<file path="config.mk">
export PLATFORM = sky130hd
export DESIGN_NAME = llpp_ctrl
export DESIGN_NICKNAME = d
export VERILOG_FILES = /design/src/design/llpp_pkg.sv /design/src/design/llpp_ctrl.sv
export SDC_FILE = /design/constraint.sdc
export NUM_CORES = 1
export LEC_CHECK = 0
export BUFFER_PORTS_ARGS = -buffer_cell sky130_fd_sc_hd__clkbuf_2
export CAP_MARGIN = 5
export CORE_AREA = 2 2 39 41
export CTS_CLUSTER_DIAMETER = 30
export DETAILED_ROUTE_END_ITERATION = 16
export DIE_AREA = 0 0 41 43
export HOLD_SLACK_MARGIN = 0.15
export PLACE_DENSITY = 0.66
export SKIP_LAST_GASP = 1
export SYNTH_ARGS = -nofsm -noshare
export SYNTH_HDL_FRONTEND = slang
export SYNTH_SLANG_ARGS = --single-unit
</file>
<file path="constraint.sdc">
create_clock -name clk -period 3.7 [get_ports clk]
set_clock_uncertainty 0.1 [all_clocks]
set_input_delay 0.555 -clock clk [delete_from_list [all_inputs] [get_ports clk]]
set_output_delay 0.555 -clock clk [all_outputs]
set_load 0.02 [all_outputs]
</file>
<file path="src/design/llpp_pkg.sv">
// Package for the LL(1) predictive parse engine: item types, codes, constants.
// No dependencies.
package llpp_pkg;

  localparam int NONTERMINALS_DEF = 16;
  localparam int TERMINALS_DEF    = 16;
  localparam int STACK_DEPTH_DEF  = 64;
  localparam int MAX_RHS_DEF      = 8;
  localparam int SYM_W            = 5;
  localparam int RHS_BITS         = 40;
  localparam int RESULT_LIMIT     = 18;

  typedef enum logic [1:0] {
    OP_LOAD  = 2'd0,
    OP_START = 2'd1,
    OP_FEED  = 2'd2,
    OP_NONE  = 2'd3
  } op_t;

  typedef enum logic [2:0] {
    K_APPLIED  = 3'd0,
    K_MATCHED  = 3'd1,
    K_ACCEPTED = 3'd2,
    K_MISMATCH = 3'd3,
    K_EMPTY    = 3'd4,
    K_OVERFLOW = 3'd5
  } kind_t;

  localparam logic [1:0] REG_START = 2'd0;
  localparam logic [1:0] REG_END   = 2'd1;
  localparam logic [1:0] REG_GOK   = 2'd2;

  typedef struct packed {
    logic [1:0]  op;
    logic [3:0]  row_nonterminal;
    logic [3:0]  terminal;
    logic        entry_valid;
    logic [3:0]  rhs_length;
    logic [39:0] rhs_symbols;
  } in_item_t;

  typedef struct packed {
    logic [2:0]  kind;
    logic [3:0]  lhs_nonterminal;
    logic [3:0]  out_rhs_length;
    logic [39:0] out_rhs_symbols;
    logic [3:0]  matched_terminal;
    logic        last;
  } out_item_t;

  typedef enum logic [2:0] {
    S_IDLE,
    S_TOP,
    S_LOOK,
    S_PUSH,
    S_EMIT
  } state_t;

  // controller -> datapath
  typedef struct packed {
    logic take;      // latch input item
    logic do_load;   // write table cell
    logic do_start;  // reset stack for a new parse
    logic rd_top;    // read stack top
    logic rd_tab;    // read table cell
    logic pop;       // pop top (match)
    logic push;      // push one symbol of right side
    logic exp_pop;   // pop nonterminal before expansion
    logic end_parse; // drop active
    logic set_res;   // build result register
    logic [2:0] kind;
    logic res_last;
  } cmd_t;

  // datapath -> controller
  typedef struct packed {
    logic [1:0] op;
    logic active;
    logic t_oor;
    logic sp_zero;
    logic is_end;
    logic top_nt;
    logic top_match;
    logic cell_ok;
    logic ovf;
    logic push_done;
    logic budget;
  } sts_t;

endpackage

</file>
<file path="src/design/llpp_ctrl.sv">
// Controller state machine of the LL(1) parse engine.
// Depends on llpp_pkg.
module llpp_ctrl (
  input  logic           clk,
  input  logic           rst,
  input  logic           in_valid,
  output logic           in_ready,
  output logic           out_valid,
  input  logic           out_ready,
  input  llpp_pkg::sts_t sts,
  output llpp_pkg::cmd_t cmd
);
  llpp_pkg::state_t state, state_next;
  logic rv, rv_next;

  always_ff @(posedge clk) begin
    if (rst) begin
      state <= llpp_pkg::S_IDLE;
      rv <= 1'b0;
    end else begin
      state <= state_next;
      rv <= rv_next;
    end
  end

  assign out_valid = rv;

  // emit helper: result register is free when empty or being taken
  logic res_free;
  assign res_free = !rv || out_ready;

  always_comb begin
    state_next = state;
    cmd = '0;
    in_ready = 1'b0;
    rv_next = rv && !out_ready;
    unique case (state)
      llpp_pkg::S_IDLE: begin
        in_ready = 1'b1;
        if (in_valid) begin
          cmd.take = 1'b1;
          state_next = llpp_pkg::S_TOP;
        end
      end
      llpp_pkg::S_TOP: begin
        // decode latched item
        unique case (llpp_pkg::op_t'(sts.op))
          llpp_pkg::OP_LOAD: begin
            cmd.do_load = 1'b1;
            state_next = llpp_pkg::S_IDLE;
          end
          llpp_pkg::OP_START: begin
            cmd.do_start = 1'b1;
            state_next = llpp_pkg::S_IDLE;
          end
          llpp_pkg::OP_FEED: begin
            if (!sts.active) state_next = llpp_pkg::S_IDLE;
            else begin
              cmd.rd_top = 1'b1;
              state_next = llpp_pkg::S_LOOK;
            end
          end
          default: state_next = llpp_pkg::S_IDLE;
        endcase
      end
      llpp_pkg::S_LOOK: begin
        cmd.rd_tab = 1'b1;
        state_next = llpp_pkg::S_EMIT;
      end
      llpp_pkg::S_EMIT: begin
        if (res_free) begin
          cmd.set_res = 1'b1;
          cmd.res_last = 1'b1;
          rv_next = 1'b1;
          state_next = llpp_pkg::S_IDLE;
          if (sts.t_oor) begin
            cmd.kind = llpp_pkg::K_MISMATCH;
            cmd.end_parse = 1'b1;
          end else if (sts.sp_zero) begin
            cmd.kind = sts.is_end ? llpp_pkg::K_ACCEPTED : llpp_pkg::K_MISMATCH;
            cmd.end_parse = 1'b1;
          end else if (!sts.top_nt) begin
            if (sts.top_match) begin
              cmd.kind = llpp_pkg::K_MATCHED;
              cmd.pop = 1'b1;
            end else begin
              cmd.kind = llpp_pkg::K_MISMATCH;
              cmd.end_parse = 1'b1;
            end
          end else if (sts.budget || (sts.cell_ok && sts.ovf)) begin
            cmd.kind = llpp_pkg::K_OVERFLOW;
            cmd.end_parse = 1'b1;
          end else if (!sts.cell_ok) begin
            cmd.kind = llpp_pkg::K_EMPTY;
            cmd.end_parse = 1'b1;
          end else begin
            cmd.kind = llpp_pkg::K_APPLIED;
            cmd.res_last = 1'b0;
            cmd.exp_pop = 1'b1;
            state_next = llpp_pkg::S_PUSH;
          end
        end
      end
      llpp_pkg::S_PUSH: begin
        if (sts.push_done) begin
          cmd.rd_top = 1'b1;
          state_next = llpp_pkg::S_LOOK;
        end else begin
          cmd.push = 1'b1;
        end
      end
      default: state_next = llpp_pkg::S_IDLE;
    endcase
  end

  // a new item is taken only with the engine idle
  a_take_idle: assert property (@(posedge clk) disable iff (rst)
    cmd.take |-> state == llpp_pkg::S_IDLE) else $error("take outside idle");
  // result register never overwritten while still waiting
  a_no_clobber: assert property (@(posedge clk) disable iff (rst)
    cmd.set_res |-> (!rv || out_ready)) else $error("result clobbered");
  // push and pop never in the same cycle
  a_push_pop: assert property (@(posedge clk) disable iff (rst)
    !(cmd.push && (cmd.pop || cmd.exp_pop))) else $error("push and pop together");

endmodule

</file>
# [Word-level counts from Yosys, hierarchy flattened]
# Index checks and enable logic that the tools add are counted.
[op_classes] muxes=55 reduce_logical=9 n_eq_ne=9
[ops] cell="two-way mux 1 bit" n=34
[ops] cell="two-way mux 3 bit" n=9
[ops] cell="two-way mux 2 bit" n=8
[ops] cell="case mux 3 bit (5 select lines)" n=1
[ops] cell="two-way mux 7 bit" n=2
[ops] cell="== test 3 x 2 -> 1 bit, second input constant" n=2
[ops] cell="inequality test 2 bit, second input constant" n=3
[ops] cell="== test 3 x 1 -> 1 bit, second input constant" n=1
[ops] cell="== test 3 bit, second input constant" n=1
[ops] cell="zero test 3 bit" n=1
[ops] cell="AND reduction 3 bit" n=1
[ops] cell="== test 2 x 1 -> 1 bit, second input constant" n=1
[ops] cell="== test 2 bit, second input constant" n=1
[ops] cell="logical AND 1 bit" n=2
[ops] cell="zero test 1 bit" n=2
[ops] cell="zero test 2 bit" n=1
[ops] cell="logical OR 1 bit" n=2
[ops] cell="case mux 1 bit (2 select lines)" n=1
[totals] out_inout_bits=16 ff_bits=4

# [Logic depth before layout (Yosys ltp)]
[depth] ltp_word=8 ltp_mapped=5 ltp_nobuf=4

# [Least setup slack after synthesis]
# No wires, ideal clock.
[synth_path] path_kind="input -> output" from="in out_ready" to="out cmd[8] in the netlist's numbering" setup_slack_ns=1.699 stages=3 required_time_ns=3.045 n_path_buf=0 t_arrival_ns=1.346 path_cell_list="nand2b_1 nand3_4 nor4_2"
[synth_rtl] element="start, declared" line_no="llpp_ctrl.sv:9" text="input logic out_ready,"
[synth_rtl] element="end, declared" line_no="llpp_ctrl.sv:11" text="output llpp_pkg::cmd_t cmd"

==> out/metrics.yaml <==
outcome: "finished clean"
row_count: 14
cts_setup_buffers: 0
drc: 0
synth.yosys.seq_area_share_pct: 18.7
synth_edf_count: 0
grt_pass1_vias: 484
ys_ff_latch: 4
die-area_mm2: 0.00176
cts.sinks: 4
start_kind: "input port"
clk_latency_ps: 230
grt_antenna_before_repair: 0
fp.dieH_um: 43
syn_nets: 72
ctsResizeCount: 0
fin_util_pct: 44.1
total_leakage_power_nw: 0.299
tritoncts: "done"
setup.worst_path.class: "input port to primary output"
overflow: 0
place_congestion: 0.722
postCtsHoldBufs: 0
slew_headroom_pct: 75.8
rsz0062_at_grt: "false"
rrSetupSlack_ps: 2330
worst_slew_pin_slew_ps: 354
hp-class: "input port to register"
final_nets: 106
cts_root_buf: "clkbuf_4"
first_pass_iters: 4
cts_buffers: 3
drv_slew: 0
initial_core_util_pct: 30.9
drt_iter0_markers: 10
pin_count: 32
p_total_uw: 132
yosys-top-cells-count: "nor2_1 (6), a21oi_1 (5), dfxtp_1 (4)"
async_reset_ff_share_pct: 0
synth_top_cell_by_area: "dfxtp_1"
period_share_pct: 59.0
clk_pin_slew_ps: 40
synth.most_common_cell: "nor2_1"
core_mm2: 0.00138
setup_violations: 0
worst_ir_drop_vdd_mv: 0.115
routed_wirelength_um: 1100
yosys_warnings: 0
ant_nets: 0
netlist.area_leader.share_pct: 18.7
vias: 537
htreeDepth: 1
dp_hpwl_um: 926
grt_usage_pct: 14.6
synth_area_um2: 428
synth_ff_type: "dfxtp_1"
critPathArrivalTime_ps: 1530
grt_pass1_wl_um: 1790
finalHoldViolations: 0
cap_viol_max_count: 0
viasPerCell: 5.16
required_ps: 3040
area_delta_synth_final_pct: 42.7
grt_max_degree: 12
syn_area_per_cell_um2: 7.64
max_freq_mhz: 458
power.density_mw_per_mm2: 216
num-fill-cells: 161
postSynthCellCount: 56
period_needed_ps: 2180
drive_gt1_share_pct: 47.7
cp_max_fo: 4
antenna_cells: 0
tns_ps: 0
wl_per_cell_um: 10.6
ys_types: 30
die_w_um: 41
cts_buffer_depth: 2
port_buffers: 31
critPathCaptureType: "primary output"
ys_top_cells_by_area: "dfxtp_1 (19%), a21oi_1 (5.8%), nor4b_4 (5.6%)"
[per-layer routing]
metal / wire (um) / vias to the layer above / global-route usage (%)
met5: 0 / - / 0
met4: 0 / 0 / 4.00
met3: 107 / 0 / 6.28
met2: 501 / 25 / 24.1
met1: 489 / 238 / 16.1
li1: - / 274 / -
[cells in the final DEF, fill, tap and decap left out]
cell       netlist  routed
a31oi_1          2       2
and4bb_2         1       1
a2111oi_0        1       1
or3_1            1       1
a211oi_1         1       1
nand2_1          2       2
and2_1           1       1
a21bo_2          1       1
nor2b_1          3       3
nand2_2          1       1
o21a_1           1       1
nor4_1           2       2
nor3b_2          1       1
a21o_1           2       2
nand3_1          1       1
clkbuf_4         0       3
clkbuf_2         0      31
nor2_2           1       1
nor4_2           1       1
o22ai_1          1       1
nand3_4          1       1
nor3_1           2       2
nor3b_1          1       1
o21ai_0          3       3
nand3b_1         1       1
nand2b_1         3       3
inv_1            3       3
a21oi_1          5       5
nor4b_4          1       1
nor2_1           6       6
dfxtp_1          4       4
[final cells by class]
cell class              instances  area [um^2]  area share, %
multi-input cells              47          322           52.7
repair buffers                 31          155           25.4
flip-flops and latches          4         80.1           13.1
clock buffers                   3         22.5           3.69
well taps                      16         20.0           3.28
inverters                       3         11.3           1.84
[final timing paths]
kind / startpoint / end / cells after the start
setup / recovery: sts[2] / cmd[0] / 5
setup reg to reg: state[1]$_SDFFE_PP0P_ / state[1]$_SDFFE_PP0P_ / 4
hold / removal: rst / state[2]$_SDFFE_PP0P_ / 2
hold reg to reg: out_valid$_SDFF_PP0_ / out_valid$_SDFF_PP0_ / 2
[kinds of logic after synthesis]
kind of cell | Yosys count | share of synthesized area, %
and+or+nand+nor | 30 | 50.0
AOI/OAI and AO/OA | 17 | 25.1
buffers and inverters | 5 | 6.14
DFF | 4 | 18.7
[critical path: stages]
cell and delay [ps]:
clkbuf_2 100, nor3b_2 340, nand3_1 210, nor2b_1 170, clkbuf_2 150
[metrics by stage]
stage	worst slack, ps	std cells	area (um^2)	hold WS (ps)
6_report	1520	104	611	457
5_1_grt	1380	104	611	464
2_1_floorplan	1700	56	428	496
3_3_place_gp	1550	101	588	508
4_1_cts	1480	104	611	450
3_5_place_dp	1490	101	588	518
[power by group]
group	internal, mW	leakage (nW)	switching, mW	total (mW)
sequential	0.0442	0.0325	0.00133	0.0455
clock	0.0363	0.0138	0.0177	0.0540
combinational	0.0147	0.253	0.0180	0.0327
[sequential cells by signal, indices dropped and copies added (netlist names)]
| name | cells |
|---|---|
| out_valid | 1 |
| state | 3 |
Power figures use the tool's default switching activity.
